`src/rtl/multitap_keypad_text_entry_defines.svh`:
```
// Assertion macros shared by the multi-tap text entry RTL.
`ifndef MULTITAP_KEYPAD_TEXT_ENTRY_DEFINES_SVH
`define MULTITAP_KEYPAD_TEXT_ENTRY_DEFINES_SVH

// Same-cycle implication, sampled on clk, off while rst_n is low.
`define MTE_ASSERT_NOW(label, ante, cons, msg) \
  label: assert property (@(posedge clk) disable iff (!rst_n) (ante) |-> (cons)) \
    else $error(msg);

// Next-cycle implication, sampled on clk, off while rst_n is low.
`define MTE_ASSERT_NEXT(label, ante, cons, msg) \
  label: assert property (@(posedge clk) disable iff (!rst_n) (ante) |=> (cons)) \
    else $error(msg);

`endif

```
`src/rtl/mte_pkg.sv`:
```
// Types, key codes, characters and decode functions for the multi-tap text entry.
package mte_pkg;

  typedef logic [3:0] key_t;
  typedef logic [7:0] char_t;
  typedef logic [1:0] tap_t;
  typedef logic [3:0] bcd_t;

  localparam int unsigned KEY_COUNT = 9;
  localparam int unsigned SHOWN_CHARS = 32;
  localparam int unsigned BCD_DIGITS = 4;

  localparam key_t NO_KEY      = 4'd15;
  localparam key_t KEY_CLR_LO  = 4'd1;
  localparam key_t KEY_CLR_HI  = 4'd2;
  localparam key_t KEY_MODE_LO = 4'd4;
  localparam key_t KEY_MODE_HI = 4'd5;
  localparam key_t KEY_SPC_LO  = 4'd7;
  localparam key_t KEY_SPC_HI  = 4'd8;

  localparam tap_t TAP_FIRST = 2'd0;
  localparam tap_t TAP_LAST  = 2'd2;

  localparam char_t CHAR_SPACE = 8'h20;
  localparam char_t CHAR_NUL   = 8'h00;
  localparam char_t CHAR_ONE   = 8'h31;

  localparam bcd_t BCD_NINE = 4'd9;

  typedef logic [KEY_COUNT-1:0] keys_t;

  // Lowest pressed key, NO_KEY when none.
  function automatic key_t lowest_key(input keys_t keys);
    key_t k;
    k = NO_KEY;
    for (int i = KEY_COUNT - 1; i >= 0; i--) begin
      if (keys[i]) k = key_t'(i);
    end
    return k;
  endfunction

  // Highest pressed key, NO_KEY when none.
  function automatic key_t highest_key(input keys_t keys);
    key_t k;
    k = NO_KEY;
    for (int i = 0; i < KEY_COUNT; i++) begin
      if (keys[i]) k = key_t'(i);
    end
    return k;
  endfunction

  // Letter for a key at a given tap position.
  function automatic char_t letter_char(input key_t key, input tap_t tap);
    char_t c0;
    char_t c1;
    char_t c2;
    char_t res;
    case (key)
      4'd0: begin c0 = "."; c1 = "Q"; c2 = "Z"; end
      4'd1: begin c0 = "A"; c1 = "B"; c2 = "C"; end
      4'd2: begin c0 = "D"; c1 = "E"; c2 = "F"; end
      4'd3: begin c0 = "G"; c1 = "H"; c2 = "I"; end
      4'd4: begin c0 = "J"; c1 = "K"; c2 = "L"; end
      4'd5: begin c0 = "M"; c1 = "N"; c2 = "O"; end
      4'd6: begin c0 = "P"; c1 = "R"; c2 = "S"; end
      4'd7: begin c0 = "T"; c1 = "U"; c2 = "V"; end
      4'd8: begin c0 = "W"; c1 = "X"; c2 = "Y"; end
      default: begin c0 = CHAR_SPACE; c1 = CHAR_SPACE; c2 = CHAR_SPACE; end
    endcase
    case (tap)
      2'd0:    res = c0;
      2'd1:    res = c1;
      default: res = c2;
    endcase
    return res;
  endfunction

endpackage

```
`src/rtl/mte_in_if.sv`:
```
// Key scan channel: valid/ready handshake carrying one nine-key scan.
interface mte_in_if;
  logic                  valid;
  logic                  ready;
  logic [8:0]            keys_pressed;

  modport source (output valid, output keys_pressed, input ready);
  modport sink   (input valid, input keys_pressed, output ready);
endinterface

```
`src/rtl/mte_out_if.sv`:
```
// Result channel: valid/ready handshake carrying the line, cursor, mode and press count.
interface mte_out_if;
  logic              valid;
  logic              ready;
  logic [63:0]       line_chars_0_7;
  logic [63:0]       line_chars_8_15;
  logic [63:0]       line_chars_16_23;
  logic [63:0]       line_chars_24_31;
  logic signed [5:0] cursor_column;
  logic              letter_mode;
  logic [3:0]        presses_thousands;
  logic [3:0]        presses_hundreds;
  logic [3:0]        presses_tens;
  logic [3:0]        presses_ones;

  modport source (output valid, output line_chars_0_7, output line_chars_8_15,
                  output line_chars_16_23, output line_chars_24_31,
                  output cursor_column, output letter_mode,
                  output presses_thousands, output presses_hundreds,
                  output presses_tens, output presses_ones, input ready);
  modport sink   (input valid, input line_chars_0_7, input line_chars_8_15,
                  input line_chars_16_23, input line_chars_24_31,
                  input cursor_column, input letter_mode,
                  input presses_thousands, input presses_hundreds,
                  input presses_tens, input presses_ones, output ready);
endinterface

```
`src/rtl/multitap_keypad_text_entry.sv`:
```
// Multi-tap keypad text entry: key scan in, text line, cursor, mode and press count out.
//
//   channel   dir  handshake     payload
//   in_chan   in   valid/ready   keys_pressed[8:0]
//   out_chan  out  valid/ready   4 x 64-bit line chars, cursor, mode, 4 BCD digits
//
// One scan per cycle while the result side takes results; an accepted scan passes the
// input register, then the decode/update stage that loads the result register.
// The whole line updates at once: clear, one-column scroll and the cursor write
// are parallel per-column muxes.
// Synchronous active-low reset: line to spaces, cursor -1, letter mode, count 0.
// A stalled result holds the result register; the input register takes a scan
// only while it is empty, then holds that scan until it is processed.
`include "multitap_keypad_text_entry_defines.svh"

module multitap_keypad_text_entry #(
  parameter int LINE_LENGTH = 32
) (
  input  logic       clk,
  input  logic       rst_n,
  mte_in_if.sink     in_chan,
  mte_out_if.source  out_chan
);

  localparam int IDX_W = $clog2(LINE_LENGTH);
  localparam int CUR_W = IDX_W + 1;
  localparam int SHOWN = mte_pkg::SHOWN_CHARS;

  // Input stage
  logic                 in_v_r;
  mte_pkg::keys_t       keys_r;

  // Block state
  mte_pkg::char_t       line_r   [LINE_LENGTH];
  mte_pkg::char_t       line_nxt [LINE_LENGTH];
  logic signed [CUR_W-1:0] cursor_r, cursor_nxt;
  mte_pkg::key_t        prev_key_r, prev_key_nxt;
  mte_pkg::tap_t        tap_r, tap_nxt;
  mte_pkg::char_t       pending_r, pending_nxt;
  logic                 letter_r, letter_nxt;
  mte_pkg::bcd_t        cnt_r   [mte_pkg::BCD_DIGITS];
  mte_pkg::bcd_t        cnt_nxt [mte_pkg::BCD_DIGITS];

  // Result stage
  logic                 out_v_r;
  logic [SHOWN*8-1:0]   out_line_r;
  logic [SHOWN*8-1:0]   shown_nxt;
  logic [5:0]           out_col_r;
  logic                 out_letter_r;
  mte_pkg::bcd_t        out_cnt_r [mte_pkg::BCD_DIGITS];

  // Decode
  mte_pkg::key_t        low_key, high_key;
  logic                 any_key, is_clear, is_mode, is_space;
  logic                 inc_en, count_en, scroll;
  logic                 process;
  logic                 carry;
  logic signed [31:0]   cur_wide;

  assign process       = in_v_r && (!out_v_r || out_chan.ready);
  assign in_chan.ready = !in_v_r || process;

  assign low_key  = mte_pkg::lowest_key(keys_r);
  assign high_key = mte_pkg::highest_key(keys_r);
  assign any_key  = (keys_r != '0);
  assign is_clear = (low_key == mte_pkg::KEY_CLR_LO)  && (high_key == mte_pkg::KEY_CLR_HI);
  assign is_mode  = (low_key == mte_pkg::KEY_MODE_LO) && (high_key == mte_pkg::KEY_MODE_HI);
  assign is_space = (low_key == mte_pkg::KEY_SPC_LO)  && (high_key == mte_pkg::KEY_SPC_HI);

  // Action decode
  always_comb begin
    prev_key_nxt = prev_key_r;
    tap_nxt      = tap_r;
    pending_nxt  = pending_r;
    letter_nxt   = letter_r;
    inc_en       = 1'b0;
    count_en     = 1'b0;
    if (is_clear) begin
      prev_key_nxt = mte_pkg::NO_KEY;
      tap_nxt      = mte_pkg::TAP_FIRST;
      count_en     = 1'b1;
    end else if (is_mode) begin
      letter_nxt = !letter_r;
      count_en   = 1'b1;
    end else if (is_space) begin
      prev_key_nxt = mte_pkg::NO_KEY;
      tap_nxt      = mte_pkg::TAP_FIRST;
      pending_nxt  = mte_pkg::CHAR_SPACE;
      inc_en       = 1'b1;
      count_en     = 1'b1;
    end else if (any_key) begin
      count_en = 1'b1;
      if (letter_r) begin
        if (low_key != prev_key_r) begin
          prev_key_nxt = low_key;
          tap_nxt      = mte_pkg::TAP_FIRST;
          inc_en       = 1'b1;
        end else begin
          tap_nxt = (tap_r == mte_pkg::TAP_LAST) ? mte_pkg::TAP_FIRST : tap_r + 2'd1;
        end
        pending_nxt = mte_pkg::letter_char(low_key, tap_nxt);
      end else begin
        pending_nxt = mte_pkg::CHAR_ONE + {4'd0, low_key};
        inc_en      = 1'b1;
      end
    end
  end

  // Cursor: set before the first column on clear, advance, and scroll the line when it runs past the last column
  always_comb begin
    scroll = inc_en && (cursor_r == CUR_W'(LINE_LENGTH - 1));
    if (is_clear) begin
      cursor_nxt = '1;
    end else if (inc_en && !scroll) begin
      cursor_nxt = cursor_r + CUR_W'(1);
    end else begin
      cursor_nxt = cursor_r;
    end
  end

  // Line: clear, shift left one column, then write the pending char at the cursor
  always_comb begin
    for (int j = 0; j < LINE_LENGTH; j++) begin
      if (is_clear) begin
        line_nxt[j] = mte_pkg::CHAR_SPACE;
      end else if (scroll && (j < LINE_LENGTH - 1)) begin
        line_nxt[j] = line_r[(j + 1) % LINE_LENGTH];
      end else begin
        line_nxt[j] = line_r[j];
      end
      if (!cursor_nxt[CUR_W-1] && (cursor_nxt[IDX_W-1:0] == IDX_W'(j))) begin
        line_nxt[j] = pending_nxt;
      end
    end
  end

  // Press count as BCD digits, wrapping at 9999
  always_comb begin
    carry = count_en;
    for (int d = 0; d < mte_pkg::BCD_DIGITS; d++) begin
      if (carry) begin
        if (cnt_r[d] == mte_pkg::BCD_NINE) begin
          cnt_nxt[d] = '0;
        end else begin
          cnt_nxt[d] = cnt_r[d] + 4'd1;
          carry      = 1'b0;
        end
      end else begin
        cnt_nxt[d] = cnt_r[d];
      end
    end
  end

  // Shown characters: columns past the line end read as spaces
  for (genvar c = 0; c < SHOWN; c++) begin : g_shown
    if (c < LINE_LENGTH) begin : g_col
      assign shown_nxt[c*8 +: 8] = line_nxt[c];
    end else begin : g_pad
      assign shown_nxt[c*8 +: 8] = mte_pkg::CHAR_SPACE;
    end
  end

  assign cur_wide = 32'(cursor_nxt);

  // Input register
  always_ff @(posedge clk) begin
    if (!rst_n) begin
      in_v_r <= 1'b0;
    end else if (in_chan.ready) begin
      in_v_r <= in_chan.valid;
    end
  end

  always_ff @(posedge clk) begin
    if (in_chan.ready && in_chan.valid) begin
      keys_r <= in_chan.keys_pressed;
    end
  end

  // State update
  always_ff @(posedge clk) begin
    if (!rst_n) begin
      for (int j = 0; j < LINE_LENGTH; j++) line_r[j] <= mte_pkg::CHAR_SPACE;
      cursor_r   <= '1;
      prev_key_r <= mte_pkg::NO_KEY;
      tap_r      <= mte_pkg::TAP_FIRST;
      pending_r  <= mte_pkg::CHAR_NUL;
      letter_r   <= 1'b1;
      for (int d = 0; d < mte_pkg::BCD_DIGITS; d++) cnt_r[d] <= '0;
    end else if (process) begin
      for (int j = 0; j < LINE_LENGTH; j++) line_r[j] <= line_nxt[j];
      cursor_r   <= cursor_nxt;
      prev_key_r <= prev_key_nxt;
      tap_r      <= tap_nxt;
      pending_r  <= pending_nxt;
      letter_r   <= letter_nxt;
      for (int d = 0; d < mte_pkg::BCD_DIGITS; d++) cnt_r[d] <= cnt_nxt[d];
    end
  end

  // Result register
  always_ff @(posedge clk) begin
    if (!rst_n) begin
      out_v_r <= 1'b0;
    end else if (process) begin
      out_v_r <= 1'b1;
    end else if (out_chan.ready) begin
      out_v_r <= 1'b0;
    end
  end

  always_ff @(posedge clk) begin
    if (process) begin
      out_line_r   <= shown_nxt;
      out_col_r    <= cur_wide[5:0];
      out_letter_r <= letter_nxt;
      for (int d = 0; d < mte_pkg::BCD_DIGITS; d++) out_cnt_r[d] <= cnt_nxt[d];
    end
  end

  assign out_chan.valid             = out_v_r;
  assign out_chan.line_chars_0_7    = out_line_r[63:0];
  assign out_chan.line_chars_8_15   = out_line_r[127:64];
  assign out_chan.line_chars_16_23  = out_line_r[191:128];
  assign out_chan.line_chars_24_31  = out_line_r[255:192];
  assign out_chan.cursor_column     = out_col_r;
  assign out_chan.letter_mode       = out_letter_r;
  assign out_chan.presses_ones      = out_cnt_r[0];
  assign out_chan.presses_tens      = out_cnt_r[1];
  assign out_chan.presses_hundreds  = out_cnt_r[2];
  assign out_chan.presses_thousands = out_cnt_r[3];

  // A clear leaves the cursor before the first column
  `MTE_ASSERT_NEXT(a_clear_cursor, process && is_clear, cursor_r == '1, "clear left cursor set")
  // An empty scan changes neither cursor nor count
  `MTE_ASSERT_NEXT(a_idle_scan, process && !any_key,
    (cursor_r == $past(cursor_r)) && (cnt_r[0] == $past(cnt_r[0])), "empty scan changed state")
  // A held scan is never dropped while the result side is stalled
  `MTE_ASSERT_NEXT(a_hold_scan, in_v_r && !process, in_v_r && $stable(keys_r),
    "pending scan lost under stall")
  // The cursor never sits past the last column
  `MTE_ASSERT_NOW(a_cursor_range, 1'b1,
    cursor_r == '1 || (!cursor_r[CUR_W-1] && cursor_r <= CUR_W'(LINE_LENGTH - 1)),
    "cursor out of range")

endmodule
```
`src/flat_wrapper.sv`:
```
// flat-port wrapper written by rule: the top's interface ports become plain ports
module multitap_keypad_text_entry_flat 
#(
  parameter int LINE_LENGTH = 32
)
  (clk, rst_n, in_chan_valid, in_chan_keys_pressed, in_chan_ready, out_chan_valid, out_chan_line_chars_0_7, out_chan_line_chars_8_15, out_chan_line_chars_16_23, out_chan_line_chars_24_31, out_chan_cursor_column, out_chan_letter_mode, out_chan_presses_thousands, out_chan_presses_hundreds, out_chan_presses_tens, out_chan_presses_ones, out_chan_ready);
  mte_in_if in_chan_i ();
  mte_out_if out_chan_i ();
  input  logic clk;
  input  logic rst_n;
  input wire logic [$bits(in_chan_i.valid)-1:0] in_chan_valid;
  input wire logic [$bits(in_chan_i.keys_pressed)-1:0] in_chan_keys_pressed;
  output wire logic [$bits(in_chan_i.ready)-1:0] in_chan_ready;
  output wire logic [$bits(out_chan_i.valid)-1:0] out_chan_valid;
  output wire logic [$bits(out_chan_i.line_chars_0_7)-1:0] out_chan_line_chars_0_7;
  output wire logic [$bits(out_chan_i.line_chars_8_15)-1:0] out_chan_line_chars_8_15;
  output wire logic [$bits(out_chan_i.line_chars_16_23)-1:0] out_chan_line_chars_16_23;
  output wire logic [$bits(out_chan_i.line_chars_24_31)-1:0] out_chan_line_chars_24_31;
  output wire logic [$bits(out_chan_i.cursor_column)-1:0] out_chan_cursor_column;
  output wire logic [$bits(out_chan_i.letter_mode)-1:0] out_chan_letter_mode;
  output wire logic [$bits(out_chan_i.presses_thousands)-1:0] out_chan_presses_thousands;
  output wire logic [$bits(out_chan_i.presses_hundreds)-1:0] out_chan_presses_hundreds;
  output wire logic [$bits(out_chan_i.presses_tens)-1:0] out_chan_presses_tens;
  output wire logic [$bits(out_chan_i.presses_ones)-1:0] out_chan_presses_ones;
  input wire logic [$bits(out_chan_i.ready)-1:0] out_chan_ready;
  assign in_chan_i.valid = in_chan_valid;
  assign in_chan_i.keys_pressed = in_chan_keys_pressed;
  assign in_chan_ready = in_chan_i.ready;
  assign out_chan_valid = out_chan_i.valid;
  assign out_chan_line_chars_0_7 = out_chan_i.line_chars_0_7;
  assign out_chan_line_chars_8_15 = out_chan_i.line_chars_8_15;
  assign out_chan_line_chars_16_23 = out_chan_i.line_chars_16_23;
  assign out_chan_line_chars_24_31 = out_chan_i.line_chars_24_31;
  assign out_chan_cursor_column = out_chan_i.cursor_column;
  assign out_chan_letter_mode = out_chan_i.letter_mode;
  assign out_chan_presses_thousands = out_chan_i.presses_thousands;
  assign out_chan_presses_hundreds = out_chan_i.presses_hundreds;
  assign out_chan_presses_tens = out_chan_i.presses_tens;
  assign out_chan_presses_ones = out_chan_i.presses_ones;
  assign out_chan_i.ready = out_chan_ready;
  multitap_keypad_text_entry #(.LINE_LENGTH(LINE_LENGTH)) u_core (.clk(clk), .rst_n(rst_n), .in_chan(in_chan_i), .out_chan(out_chan_i));
endmodule
```
`config.mk`:
```
export PLATFORM = sky130hd
export DESIGN_NAME = multitap_keypad_text_entry_flat
export DESIGN_NICKNAME = d
export VERILOG_FILES = /design/src/rtl/mte_pkg.sv /design/src/rtl/mte_in_if.sv /design/src/rtl/mte_out_if.sv /design/src/rtl/multitap_keypad_text_entry.sv /design/src/flat_wrapper.sv
export VERILOG_INCLUDE_DIRS = /design/src /design/src/rtl
export SDC_FILE = /design/constraint.sdc
export NUM_CORES = 1
export LEC_CHECK = 0
export BUFFER_PORTS_ARGS = -buffer_cell sky130_fd_sc_hd__clkbuf_2
export CAP_MARGIN = 20
export CORE_ASPECT_RATIO = 1.2
export CORE_UTILIZATION = 40
export CTS_CLUSTER_SIZE = 24
export DETAILED_ROUTE_END_ITERATION = 7
export PLACE_DENSITY = 0.65
export SLEW_MARGIN = 20
export SYNTH_ARGS = -nofsm -noshare
export SYNTH_HDL_FRONTEND = slang
export SYNTH_SLANG_ARGS = --single-unit
```
`constraint.sdc`:
```
create_clock -name clk -period 18.5 [get_ports clk]
set_input_delay 0.925 -clock clk [delete_from_list [all_inputs] [get_ports clk]]
set_output_delay 0.925 -clock clk [all_outputs]
set_load 0.05 [all_outputs]
```
Word-level counts from Yosys, hierarchy flattened
Memories as Yosys holds them, arrays and structs flattened.
Index checks and enable logic that the tools add are counted.
W data, S select, Z words.

storage, ports and cells
  register bits after elaboration = 295
  bits in latches = 0
  memory bits (writable) = 288
  memory bits (read-only) = 336
  bits of input ports = 13
  output and inout port bits = 281
  word-level logic and storage cells = 367
  memories = 4

operators by class
  add/sub/neg operators = 7
  $mul = 0
  div/mod/pow operators = 0
  magnitude comparators = 0
  equality and inequality tests = 46
  shift operators = 0
  multiplexer cells = 208
  bitwise operators = 36
  reduce and logical (&&, ||, !) cells = 55

memories
  name              depth  width  rd ports  clocked after Yosys merged registers in  wr ports  RTL line                          source
  (name not given)  16     21     1         0                                        0         mte_pkg.sv:58                     case (key)
  u_core.line_r     32     8      32        0                                        32        multitap_keypad_text_entry.sv:34  mte_pkg::char_t line_r [LINE_LENGTH];
  u_core.cnt_r      4      4      4         0                                        4         multitap_keypad_text_entry.sv:41  mte_pkg::bcd_t cnt_r [mte_pkg::BCD_DIGITS];
  u_core.out_cnt_r  4      4      4         0                                        4         multitap_keypad_text_entry.sv:50  mte_pkg::bcd_t out_cnt_r [mte_pkg::BCD_DIGITS];

operators by type and width
  cell                   number
  $mux W8                132
  $mux W4                35
  $eq A5 B5 Y1 const B   16
  $eq A5 B4 Y1 const B   8
  $logic_and A1 B1 Y1    39
  $or A1 B1 Y1           36
  $mux W1                25
  $mux W2                12
  $eq A4 B4 Y1 const B   5
  $eq A5 B3 Y1 const B   4
  $add A4 B1 Y4 const B  4
  $pmux W8 S2            1
  $eq A4 B3 Y1 const B   3
  $mux W6                2
  $eq A5 B2 Y1 const B   2
  $reduce_bool A3 Y1     3
  $reduce_bool A9 Y1     1
  $add A6 B4 Y7 const A  1
  $add A6 B2 Y6 const B  1
  $eq A6 B6 Y1 const B   1
  $eq A5 B1 Y1 const B   1
  $logic_not A1 Y1       5
  $logic_not A5 Y1       1
  $reduce_and A5 Y1      1
  12 further kinds       13

Longest topological paths before layout
  depth in word-level cells = 25
  mapped depth = 19

Worst setup path before layout
OpenSTA, ideal clock, no wires.

  kind = input -> register
  from = in out_chan_ready
  to = reg u_core.pending_r[7]
  arrival = 9.465 ns
  required time = 18.039 ns
  path slack = 8.574 ns
  cell stages on the path = 6
  path buffers = 2
  path through = nor2b_1 nand2b_1 clkbuf_1 clkinv_1 clkbuf_1 a21oi_1

on the way
  word-level cells in the longest chain between the ends = 2

RTL lines
  what                      RTL line                           source
  from (decl)               flat_wrapper.sv:25                 input wire logic [$bits(out_chan_i.ready)-1:0] out_chan_ready;
  $logic_or A1 B1 Y1        multitap_keypad_text_entry.sv:60   assign process = in_v_r && (!out_v_r || out_chan.ready);
  $logic_and A1 B1 Y1       multitap_keypad_text_entry.sv:60
  named net u_core.process  multitap_keypad_text_entry.sv:56   logic process;
  to (signal assigned)      multitap_keypad_text_entry.sv:187  pending_r <= mte_pkg::CHAR_NUL;
  to (signal assigned)      multitap_keypad_text_entry.sv:195  pending_r <= pending_nxt;
  to (decl)                 multitap_keypad_text_entry.sv:39   mte_pkg::char_t pending_r, pending_nxt;

The timed path passes the listed nets, and every way through them passes these cells.
A chain may end at the register's enable or synchronous reset.

==> results by group <==
Pwr
  • Pleak: 0.0127 uW
  • Power share of the combinational group: 0.166
  • Peak supply drop: 0.0000786 V
  • Clock Power Share: 0.375
  • Seq pwr share: 0.459
  • Internal Pwr Total: 2490 uW
  • Net Sw Frac: 0.289
  • PwrDens: 99.8 nW/um^2
  • P_sw: 1010 uW

Die
  • Die width: 255 um
  • Core ar.: 75600 um^2
  • Initial Util: 0.407
  • Top-Level Pins: 294
  • DIE HEIGHT: 306 um
  • Die area: 77900 um^2
  • Rows: 110

CTS
  • Clock Pin Slew Worst Setup and Hold Paths: 0.06 ns
  • Clock Tree Root: clkbuf_16
  • Clock sinks: 583
  • Total CTS buffers: 59
  • Htree depth: 2
  • Clock latency on the worst-skew pair: 0.68 ns
  • Clk buf depth: 3
  • CTS Hold Buffers Added: 0
  • Post-CTS setup buffers: 0
  • Cts repair resizes: 0
  • CTS tree: yes

Setup path
  • Worst reg2reg path startpoint: u_core.keys_r[5]$_DFFE_PP_
  • End point of the critical path: u_core.out_line_r[179]$_DFFE_PP_
  • Critical path required time: 18.81 ns
  • Crit path arrival time: 7.02 ns
  • Crit path launch type: flip-flop
  • R2R Setup Slk: 11.79 ns
  • Worst setup EP type: flip-flop
  • Register-to-Register Path Depth: 14
  • Critical path class: reg -> reg
  • FF-to-FF End: u_core.out_line_r[179]$_DFFE_PP_
  • Crit. Startpoint: u_core.keys_r[5]$_DFFE_PP_
  • Max FO, Critical Path: 61

Routing
  • DRT antenna net count: 0
  • DRC: 0
  • Vias per cell: 5.71
  • Wire per inst: 23.2 um
  • Vias after detailed routing: 21400
  • Initial DRC count: 1830
  • Final WL: 87.2 mm
  • 1st-pass router iterations: 6

Job
  • MaxCap Viol Count: 0

Cells and area
  • Area grow syn2layout: 14.3%
  • Most common cell after layout, fill and taps aside: edfxtp_1
  • Fillcell total: 6803
  • Layout cells sized above 1: 0.284
  • Util after Layout: 0.465
  • Final instance area: 35100 um^2
  • Nets@finish: 2717
  • Commonest non-fill, non-tap cells in the layout: edfxtp_1 (560), clkbuf_2 (293), nand2_1 (273)

Timing
  • Clock skew: 0.0408 ns
  • Setup TNS: 0 ns
  • Final setup margin: 11.79 ns
  • Crit path time final: 6.71 ns
  • Slew Limit Fails: 0
  • Slew @ Worst Pin: 1.23 ns
  • Final worst path period share: 0.363
  • Final hold viol count: 0
  • Max Freq: 149 MHz
  • RSZ-0062 raised after global routing: no
  • Slew HR: 0.178
  • Final setup vio count: 0

Min path
  • HP Class: in -> reg

Synthesis
  • Flop and latch count out of synthesis: 583
  • Syn Nets: 2544
  • Top_reg_cell synth: edfxtp_1
  • Synthesis Warnings: 0
  • Post-Syn Area: 30700 um^2
  • Register area share after synthesis: 0.562
  • Synth cell types: 89
  • EDFF count, synth: 560
  • Syn Inst Count: 2523
  • Syn avg cell area: 12.2 um^2
  • Fraction of registers with async set/reset: 0

Global routing
  • Antenna violations before repair: 1
  • Global route overflow: 0
  • Largest net degree at the start of global routing: 192
  • GRT Util Overall: 0.220
  • Global-route wire length before repair: 131 mm
  • Vias in the first global route: 21000

Place
  • IO Port Bufs: 293
  • RePlAce Congestion: 0.868
  • Worst slack, placed: 11.95 ns
  • Area post-placement: 33000 um^2
  • Detailed Place HPWL: 56.9 mm

Run status
  • Status: complete, no violations
-- cell usage after synthesis, drive strengths merged, types with 42 or more instances --
| library cell | instances | area [um^2] |
|---|---|---|
| a21oi | 116 | 629 |
| and2 | 45 | 282 |
| nor2 | 155 | 602 |
| o21ai | 99 | 495 |
| buf | 93 | 572 |
| clkbuf | 134 | 503 |
| mux2 | 276 | 3130 |
| a21o | 42 | 315 |
| o31ai | 66 | 514 |
| mux2i | 238 | 2390 |
| nand2 | 277 | 1040 |
| nand3 | 51 | 313 |
| edfxtp | 560 | 16800 |
| nor3 | 49 | 250 |
-- layout make-up --
type	instances	area, um^2	area share
clock inverters	43	574	0.0163
flip-flops and latches	583	17300	0.492
well taps	1008	1260	0.0359
clock buffers	68	1530	0.0436
repair buffers	339	1860	0.0529
diodes	1	2.50	0.0000712
multi-input cells	1695	12500	0.357
inverters	18	80.1	0.00228
-- layer usage --
metal	part of all wire	GRT usage	up-vias
met3	0.059	0.0331	162
met1	0.42	0.289	10800
met2	0.48	0.358	712
li1	-	-	9801
met5	0	0	-
met4	0.038	0.0929	0
-- per-stage QoR --
step                      power [uW]  std cells  hold slack, ns
after floorplan                 2070       2523           0.421
after global placement          2210       3641           0.440
after detailed placement        2220       3642           0.439
after CTS                       3530       3753           0.398
after global routing            3620       3754           0.418
final                           3510       3755           0.439
-- power by group through the flow --
stage,logic (uW),registers [uW],clock network [uW]
2_1_floorplan,311,1760,0
3_3_place_gp,573,1640,0
3_5_place_dp,581,1640,0
4_1_cts,582,1610,1340
5_1_grt,619,1620,1390
6_report,582,1610,1310
-- state kept, by name, summed over array words and instances, names as in the netlist --
name                           cells
u_core.line_r                    256
u_core.out_line_r                256
u_core.cnt_r                      16
u_core.out_cnt_r                  16
u_core.keys_r                      9
u_core.pending_r                   8
u_core.cursor_r                    6
u_core.out_chan.cursor_column      6
u_core.prev_key_r                  4
u_core.tap_r                       2
u_core.in_v_r                      1
u_core.letter_r                    1
u_core.out_chan.letter_mode        1
u_core.out_chan.valid              1
-- how the worst min path moves through the flow --
stage / startpoint / end / depth (start not counted)
finish: in_chan_keys_pressed[5] / u_core.keys_r[5]$_DFFE_PP_ / 1
global route: in_chan_keys_pressed[5] / u_core.keys_r[5]$_DFFE_PP_ / 1
CTS: in_chan_keys_pressed[5] / u_core.keys_r[5]$_DFFE_PP_ / 1
detailed placement: u_core.pending_r[7]$_SDFFE_PN0P_ / u_core.pending_r[7]$_SDFFE_PN0P_ / 2
global placement: u_core.pending_r[7]$_SDFFE_PN0P_ / u_core.pending_r[7]$_SDFFE_PN0P_ / 2
floorplan: u_core.pending_r[7]$_SDFFE_PN0P_ / u_core.pending_r[7]$_SDFFE_PN0P_ / 2
-- critical path, stage by stage (launching register included) --
cell	delay, ns
edfxtp_1	0.50
nor2_1	0.39
a211o_1	0.24
nand2_1	0.16
ha_1	0.27
o21ai_0	0.30
a211o_4	0.63
buf_4	0.67
nand4_1	0.42
a21oi_4	0.53
a21oi_1	0.19
o21ai_4	0.55
buf_4	0.43
or2_1	0.65
o21ai_0	0.36
-- cells by family after synthesis --
logic type	after synthesis	share of synthesized area
simple gates	707	0.111
flops	583	0.562
mux	514	0.180
compound gates	452	0.103
buf+inv	245	0.0373
xor+xnor	14	0.00399
fa+ha+maj	8	0.00326
Note: power is estimated with default switching activity, not from simulation.
